===== src/rtl/core/mgc_pkg.sv =====
// ----------------------------------------------------------------------------
// mgc_pkg
// Shared types and constants for the Montgomery constant generator.
// ----------------------------------------------------------------------------
package mgc_pkg;

   localparam int unsigned ModulusWidth  = 64;
   localparam int unsigned WordWidth     = 32;
   localparam int unsigned Doublings     = 128;
   localparam int unsigned OneStage      = 63;
   localparam int unsigned NewtonSteps   = 4;
   localparam int unsigned InverseStages = 2 * NewtonSteps;
   localparam int unsigned InverseTap    = Doublings - 1 - InverseStages;

   typedef logic [ModulusWidth-1:0] modulus_type;
   typedef logic [WordWidth-1:0]    word_type;

   // one stage of the doubling chain
   typedef struct packed {
      logic        valid;
      modulus_type modulus;
      modulus_type residue;
      modulus_type mont_one;
   } stage_type;

endpackage


===== src/rtl/core/mgc_double_stage.sv =====
// ----------------------------------------------------------------------------
// mgc_double_stage
// One registered modular doubling: residue <- 2 * residue mod modulus.
// ----------------------------------------------------------------------------
module mgc_double_stage #(
   parameter bit SaveOne = 1'b0
) (
   input  logic               clock,
   input  logic               reset,
   input  logic               enable,
   input  mgc_pkg::stage_type stage_in,
   output mgc_pkg::stage_type stage_out
);
   import mgc_pkg::*;

   stage_type   stage_ff;
   stage_type   stage_in_w;
   modulus_type gap;
   modulus_type doubled;

   // doubling without overflow: subtract the gap when it wraps past n
   always_comb begin
      gap     = stage_in.modulus - stage_in.residue;
      doubled = (stage_in.residue >= gap) ? (stage_in.residue - gap)
                                          : (stage_in.residue + stage_in.residue);
      stage_in_w         = stage_in;
      stage_in_w.residue = doubled;
      if (SaveOne) begin
         stage_in_w.mont_one = doubled;
      end
   end

   // stage register
   always_ff @(posedge clock) begin
      if (reset) begin
         stage_ff.valid <= 1'b0;
      end else if (enable) begin
         stage_ff.valid <= stage_in_w.valid;
      end
      if (enable) begin
         stage_ff.modulus  <= stage_in_w.modulus;
         stage_ff.residue  <= stage_in_w.residue;
         stage_ff.mont_one <= stage_in_w.mont_one;
      end
   end

   assign stage_out = stage_ff;

endmodule


===== config.mk =====
export PLATFORM = sky130hd
export DESIGN_NAME = mgc_double_stage
export DESIGN_NICKNAME = d
export VERILOG_FILES = /design/src/rtl/core/mgc_pkg.sv /design/src/rtl/core/mgc_double_stage.sv
export SDC_FILE = /design/constraint.sdc
export NUM_CORES = 1
export LEC_CHECK = 0
export ABC_AREA = 1
export BUFFER_PORTS_ARGS = -buffer_cell sky130_fd_sc_hd__clkbuf_2
export CAP_MARGIN = 20
export CORE_ASPECT_RATIO = 1.1
export CORE_MARGIN = 4
export CORE_UTILIZATION = 51
export DETAILED_ROUTE_END_ITERATION = 10
export PLACE_DENSITY_LB_ADDON = 0.3
export SYNTH_ARGS = -nofsm -noshare
export SYNTH_HDL_FRONTEND = slang
export SYNTH_SLANG_ARGS = --single-unit

===== constraint.sdc =====
create_clock -name clock -period 3.7 [get_ports clock]
set_clock_uncertainty 0.2 [all_clocks]
set_input_delay 0.37 -clock clock [delete_from_list [all_inputs] [get_ports clock]]
set_output_delay 0.37 -clock clock [all_outputs]
set_load 0.1 [all_outputs]

==> flow_summary.ini, run 1 <==
[yosys]
synth_top_area_share_pct = 32.8
yosys.area_share.simple_pct = 33.6
yosys-top-cells-count = nand2_1, inv_1, nor2_1
synth_async_sr_flop_share_pct = 0
synthXorXnorAreaFrac_pct = 3.39
synth_edf_count = 192
synth_area_leaders = edfxtp_1, nand2_1, inv_1
synth-compound-area-share_pct = 8.68
synth_top_family_by_area = simple AND/OR/NAND/NOR gates
synth_mux_area_share_pct = 0.0570
syn_area_sq_um = 17600
netlist_instances = 2646
synth_top_cell_by_area = edfxtp_1
yosys.area_share.adder_pct = 9.28
synth-seq-area-share_pct = 33.0
ys_seq_elements = 193
synth.distinct_cells = 42
ys_warn_count = 0
yosys_most_used_dff = edfxtp_1
syn_avg_cell_area_sq_um = 6.63
syn_nets = 2971
yosysMostFrequentCell = nand2_1

[floorplanning]
rows = 71
die_y_um = 203
floorplan.initialDensity_pct = 51.5
ios = 389
die_w_um = 185

[global_routing]
grt_max_degree = 101
grt_pass1_vias = 29100
grt_remaining_overflow = 84
track_usage_pct = 65.3
grt_pass1_wl_mm = 182

[clocking]
cts.htree.levels = 4
clock-root-buffer = clkbuf_16
cts.path.max_buffers = 2
cts_buffers = 17
cts_num_sinks = 193

[placed_design]
portBuffers = 388
globalplace.congestion = 1.09
hpwl_mm = 69.6
dp.cells = 4038

[status]
outcome = stopped before the end
stop_stage = 5_1_grt
tool.error = [ERROR GRT-0116] Global routing finished with congestion. Check the congestion regions in the DRC Viewer.
==> metrics by stage <==
| step | hold WS, ns | worst slack [ns] | area (sq um) | TNS [ns] |
|---|---|---|---|---|
| CTS | 0.00778 | -0.132 | 29000 | -4.20 |
| floorplan | 0.242 | 0.00718 | 17800 | 0 |
| detailed placement | 0.305 | -1.25 | 24600 | -70.77 |
| global placement | 0.273 | -1.03 | 24600 | -59.09 |
==> per-layer routing <==
layer | GRT overflow | track usage, %
met2 | 41 | 84.5
met4 | 38 | 57.7
met1 | 3 | 68.9
met3 | 2 | 45.1
met5 | 0 | 14.9
==> what timing repair did <==
action | in CTS
hold endpoints to repair | 121
buffers inserted | 36
cloned | 6
endpoints found under the setup margin | 64
pin swaps | 120
resized for setup | 598
hold buffers | 122
==> kinds of logic after synthesis <==
group / after synthesis
adders and majority gates: 129
buffers and inverters: 541
muxes: 1
AOI/OAI and AO/OA: 290
DFF: 193
and+or+nand+nor: 1424
xor gates and xnor gates: 68
==> run 2, diff against run 1 <==
--- a/config.mk
+++ b/config.mk
@@ -8,11 +8,10 @@
 export ABC_AREA = 1
 export BUFFER_PORTS_ARGS = -buffer_cell sky130_fd_sc_hd__clkbuf_2
 export CAP_MARGIN = 20
-export CORE_ASPECT_RATIO = 1.1
 export CORE_MARGIN = 4
-export CORE_UTILIZATION = 51
+export CORE_UTILIZATION = 40
 export DETAILED_ROUTE_END_ITERATION = 10
-export PLACE_DENSITY_LB_ADDON = 0.3
+export PLACE_DENSITY_LB_ADDON = 0.15
 export SYNTH_ARGS = -nofsm -noshare
 export SYNTH_HDL_FRONTEND = slang
 export SYNTH_SLANG_ARGS = --single-unit
==> constraint.sdc (replaced) <==
create_clock -name clock -period 4.8 [get_ports clock]
set_clock_uncertainty 0.2 [all_clocks]
set_input_delay 0.48 -clock clock [delete_from_list [all_inputs] [get_ports clock]]
set_output_delay 0.48 -clock clock [all_outputs]
set_load 0.1 [all_outputs]
==> run 2 against run 1 <==
Against the previous run:
- the flow now finishes without violations
- area after synthesis unchanged
- synthesized cell count unchanged
==> flow_summary.ini, run 2 <==
[finish]
largest_reg_flops = 193
utilization_pct = 57.9
layout-drive-gt1-share_pct = 26.4
fillers = 4203
multi_input_area_sq_um = 10400
nets = 3798
mostFrequentLayoutCells = nand2_1, inv_1, clkbuf_2
final_common_cell = nand2_1
area_delta_synth_final_pct = 42.8
final_area_sq_um = 25100
seq_area_sq_um = 5790

[yosys]
netlist_instances = 2646
yosys.area_share.simple_pct = 33.6
synth_mux_area_share_pct = 0.0570
synth_top_family_by_area = simple AND/OR/NAND/NOR gates
yosys_most_used_dff = edfxtp_1
synth_area_leaders = edfxtp_1, nand2_1, inv_1
synth_async_sr_flop_share_pct = 0
synth_top_cell_by_area = edfxtp_1
syn_nets = 2971
synth.distinct_cells = 42
synth_top_area_share_pct = 32.8
synth_edf_count = 192
synthXorXnorAreaFrac_pct = 3.39
ys_warn_count = 0
synth-seq-area-share_pct = 33.0
syn_avg_cell_area_sq_um = 6.63
ys_seq_elements = 193
yosys.area_share.adder_pct = 9.28
syn_area_sq_um = 17600
synth-compound-area-share_pct = 8.68
yosysMostFrequentCell = nand2_1
yosys-top-cells-count = nand2_1, inv_1, nor2_1

[clocking]
clock-root-buffer = clkbuf_16
clk_latency_ns = 0.49
cts_tree = yes
path_clk_slew_ns = 0.08
cts_buffers = 17
cts_num_sinks = 193
cts.path.max_buffers = 2
cts.htree.levels = 4

[worst_setup_path]
start_kind = input port
r2r-start = stage_out[192]
critical_path.startpoint = stage_in[162]
critPathKind = input port to flop
critPathMaxFanout = 17
crit_arrival_ns = 4.84
crit_required_ns = 4.91
end_kind = flop

[global_routing]
grt_pass1_vias = 19400
grt_remaining_overflow = 0
grt_max_degree = 104
grt_antenna_before_repair = 3
grt_pass1_wl_mm = 115
track_usage_pct = 32.5

[placed_design]
globalplace.congestion = 1.00
hpwl_mm = 67.0
dp_slack_ns = -0.186
placed_area_sq_um = 22400
portBuffers = 388

[sta]
tightestPinTransition_ns = 0.944
final-hold-violation-count = 0
fin_ws_ns = 0.0704
setup_violations = 0
period_share_pct = 98.5
fmax_mhz = 211
maxSlewViolCount = 0
hold_ws_ns = 0.0403
period_needed_ns = 4.73
slew_headroom_pct = 37.1

[floorplanning]
die_area_sq_um = 47300
floorplan.initialDensity_pct = 40.6
die_y_um = 217
die_w_um = 217
ios = 389
rows = 76
core-area_sq_um = 43300

[route]
drt_pass1_iterations = 5
drt_iter0_markers = 1722
wirelength_mm = 80.0
vias_per_cell = 4.98
wl_per_cell_um = 19.6
route.detailed.drc = 0
dr_total_vias = 20300
drtAntennaViolNets = 0

[power_and_ir_drop]
p_leak_uw = 0.0131
p_clk_share_pct = 15.3
swShare_pct = 52.2
powerDensity_nw_per_um2 = 374
seq_power_share_pct = 23.8
pwr-share-comb_pct = 61.0
p_switching_uw = 4890
ir_drop_mv = 0.341
intPower_uw = 4480

[status]
outcome = complete, no violations

[min_path]
hold_class = input port to flop
hp-start = stage_in[129]

[flow_run]
cap_viol_max_count = 0
## run 2: cell counts after synthesis
Identical to the previous run, type by type.
## run 2: logic make-up after synthesis
family / after synthesis
and+or+nand+nor: 1424
buffers and inverters: 541
AOI/OAI and AO/OA: 290
DFF: 193
adders and majority gates: 129
xor gates and xnor gates: 68
muxes: 1
## run 2: metal layers
| layer | GRT usage (%) | wire length (um) | share of wire [%] |
|---|---|---|---|
| met1 | 44.1 | 34800 | 43 |
| met2 | 51.8 | 36100 | 45 |
| met3 | 5.75 | 5950 | 7.4 |
| met4 | 12.8 | 3140 | 3.9 |
| met5 | 0 | 0 | 0 |
## run 2: timing repair
action,CTS,global route
endpoints found under the hold margin,119,0
buffers inserted,0,11
resized for setup,0,189
setup endpoints to repair,0,64
hold buffers,119,0
## run 2: worst paths after layout
check | to | slack, ns | cells after the start
setup reg to reg | stage_out[192] | 3.99 | 2
hold reg to reg | stage_out[192] | 0.33 | 2
hold / removal | stage_out[129] | 0.04 | 1
setup / recovery | stage_out[83] | 0.07 | 23
## run 2: worst max-delay path, stage by stage
cell	delay, ns
dlygate4sd3_1	0.53
clkbuf_2	0.13
ha_1	0.32
a21oi_1	0.20
buf_4	0.13
o21ai_0	0.12
a21oi_1	0.28
o21ai_0	0.19
a21oi_1	0.24
nand2_1	0.08
nand2_1	0.06
nand2_1	0.10
ha_1	0.34
a21oi_2	0.18
o21ai_0	0.10
a21oi_1	0.25
nand2_1	0.15
a21oi_4	0.18
nand3_4	0.11
buf_12	0.17
buf_12	0.15
buf_4	0.14
o21ai_0	0.18
## run 2: cell type report
| cell class | instances | area share, % |
|---|---|---|
| Inverter | 524 | 7.85 |
| Multi-Input combinational cell | 1912 | 41.3 |
| Clock buffer | 17 | 1.70 |
| Antenna cell | 3 | 0.0299 |
| Sequential cell | 193 | 23.1 |
| Tap cell | 585 | 2.92 |
| Timing Repair Buffer | 825 | 22.5 |
| Clock inverter | 15 | 0.599 |
## run 2: per-stage QoR
stage / TNS [ns] / total power [uW] / instances
after global placement: -2.39 / 7590 / 3907
after global routing: -0.0919 / 9860 / 4074
after detailed placement: -5.59 / 7610 / 3907
final: 0 / 9380 / 4074
after floorplan: 0 / 5880 / 2646
after CTS: 0 / 9140 / 4058
## run 2: power groups by stage
stage	clock, uW	sequential, uW	combinational (uW)
after global placement	0	2260	5330
after floorplan	0	3830	2050
after global routing	1540	2240	6090
final	1430	2230	5720
after CTS	1460	2220	5450
after detailed placement	0	2260	5350
No activity file was read; power rests on OpenSTA's default activity.
==> run 3, diff against run 2 <==
==> constraint.sdc (replaced) <==
create_clock -name clock -period 5 [get_ports clock]
set_clock_uncertainty 0.2 [all_clocks]
set_input_delay 0.5 -clock clock [delete_from_list [all_inputs] [get_ports clock]]
set_output_delay 0.5 -clock clock [all_outputs]
set_load 0.1 [all_outputs]
==> run 3 against run 2 <==
Against the previous run:
- worst hold slack better by 0.0020 ns
- combinational power shrank 9.6%
- critical path depth did not move
- largest power group unchanged
- final area shrank 6.8%
- core utilization is 3.9 points lower
- largest cell class unchanged
- critical path type unchanged
- power shrank 7.3%
- first-iteration DRC count is 0.58% lower
- non-clock buffer count shrank 145
==> flow_summary.ini, run 3 (synthesis results as in run 2) <==
[sta]
fmax_mhz = 202
period_needed_ns = 4.94
period_share_pct = 98.8
tightestPinTransition_ns = 0.966
final-hold-violation-count = 0
fin_ws_ns = 0.0595
setup_violations = 0
maxSlewViolCount = 0
slew_headroom_pct = 35.6

[clocking]
cts_num_sinks = 193
clk_latency_ns = 0.49
cts_tree = yes
cts_buffers = 17
path_clk_slew_ns = 0.07
clock-root-buffer = clkbuf_16
cts.path.max_buffers = 2
cts.htree.levels = 4

[floorplanning]
floorplan.initialDensity_pct = 40.6
ios = 389
core-area_sq_um = 43300
die_y_um = 217
die_area_sq_um = 47300
rows = 76
die_w_um = 217

[route]
route.detailed.drc = 0
vias_per_cell = 4.98
drt_pass1_iterations = 6
drt_iter0_markers = 1712
wl_per_cell_um = 19.6
drtAntennaViolNets = 0
wirelength_mm = 76.8
dr_total_vias = 19600

[global_routing]
grt_antenna_before_repair = 2
grt_pass1_vias = 18700
grt_max_degree = 109
grt_pass1_wl_mm = 111
grt_remaining_overflow = 0
track_usage_pct = 31.6

[worst_setup_path]
slowest_delay_ns = 0.54
critPathMaxFanout = 8
critPathKind = input port to flop
rr_worst_depth = 2
crit_slowest_cell = dlygate4sd3_1
start_kind = input port
crit_path_cell_trace = dlygate4sd3_1, clkbuf_2, ha_1, buf_4, nand2_1, nor2_1, nor2_1, a21boi_0, o21ai_0, a21oi_1, nand2_1, nand2_1, nand2_1, ha_1, a21oi_1, o21ai_0, a21oi_2, nand2_1, a21oi_4, nand3_4, buf_4, nand3_1, nand2_1
crit_arrival_ns = 4.98
cpMostUsedCell = nand2_1
end_kind = flop
crit_required_ns = 5.04

[finish]
nets = 3653
seq_area_sq_um = 5790
fillers = 4254
fin_cells = 3929
utilization_pct = 54.0
layout-drive-gt1-share_pct = 20.0
area_delta_synth_final_pct = 33.1
mostFrequentLayoutCells = nand2_1, inv_1, clkbuf_2
final_common_cell = nand2_1
largest_reg_flops = 193
multi_input_area_sq_um = 9790

[placed_design]
hpwl_mm = 65.7
globalplace.congestion = 1.05
dp.cells = 3780
portBuffers = 388
dp_slack_ns = -0.228

[flow_run]
cap_viol_max_count = 0

[power_and_ir_drop]
ir_drop_mv = 0.346
powerDensity_nw_per_um2 = 372
p_leak_uw = 0.0124

[status]
outcome = complete, no violations

[min_path]
min_delay_path_depth = 1
hold_class = input port to flop
-- run 3: stage by stage --
step                total power (uW)  TNS [ns]  hold slack (ns)  cell area, sq um
finish                          8690         0           0.0422             23400
global route                    9160   -0.0220           0.0159             23400
CTS                             8610         0         0.000492             23200
detailed placement              7140    -10.42            0.300             21500
global placement                7120    -12.42            0.278             21500
floorplan                       5640         0            0.372             17600
-- run 3: worst paths after layout --
path                        from             end  slack [ns]
setup reg to reg  stage_out[192]  stage_out[192]        4.13
hold reg to reg   stage_out[192]  stage_out[192]        0.38
setup / recovery   stage_in[172]  stage_out[121]        0.06
hold / removal     stage_in[153]  stage_out[153]        0.04
-- run 3: cell type report --
cell class / instances / area share (%)
antenna: 3 / 0.0321
clock buffer: 17 / 1.82
multi-input combinational: 1912 / 41.9
inverter: 524 / 8.42
tap: 585 / 3.13
clock inverter: 15 / 0.648
sequential: 193 / 24.8
timing repair buffer: 680 / 19.3
-- run 3: timing repair --
| action | in CTS | in global routing |
|---|---|---|
| resized for setup | 0 | 49 |
| endpoints found under the hold margin | 111 | 0 |
| endpoints found under the setup margin | 0 | 64 |
| buffers inserted | 0 | 2 |
| hold buffers | 111 | 0 |
-- run 3: metal layers --
| metal | vias up | GRT usage [%] | part of all wire (%) |
|---|---|---|---|
| li1 | 9729 | - | - |
| met1 | 8971 | 42.9 | 43 |
| met2 | 762 | 52.0 | 46 |
| met3 | 97 | 5.04 | 8.0 |
| met4 | 0 | 9.94 | 2.9 |
| met5 | - | 0 | 0 |
-- run 3: report_power, final --
group / switching, uW / internal [uW]
clock network: 690 / 698
logic: 3790 / 1380
registers: 73.9 / 2060
-- run 3: worst max-delay path, delay by kind of cell --
kind	cells	cell delay, ns
compound gates	7	1.55
simple gates	10	1.19
buf+inv	4	1.08
fa+ha+maj	2	0.67
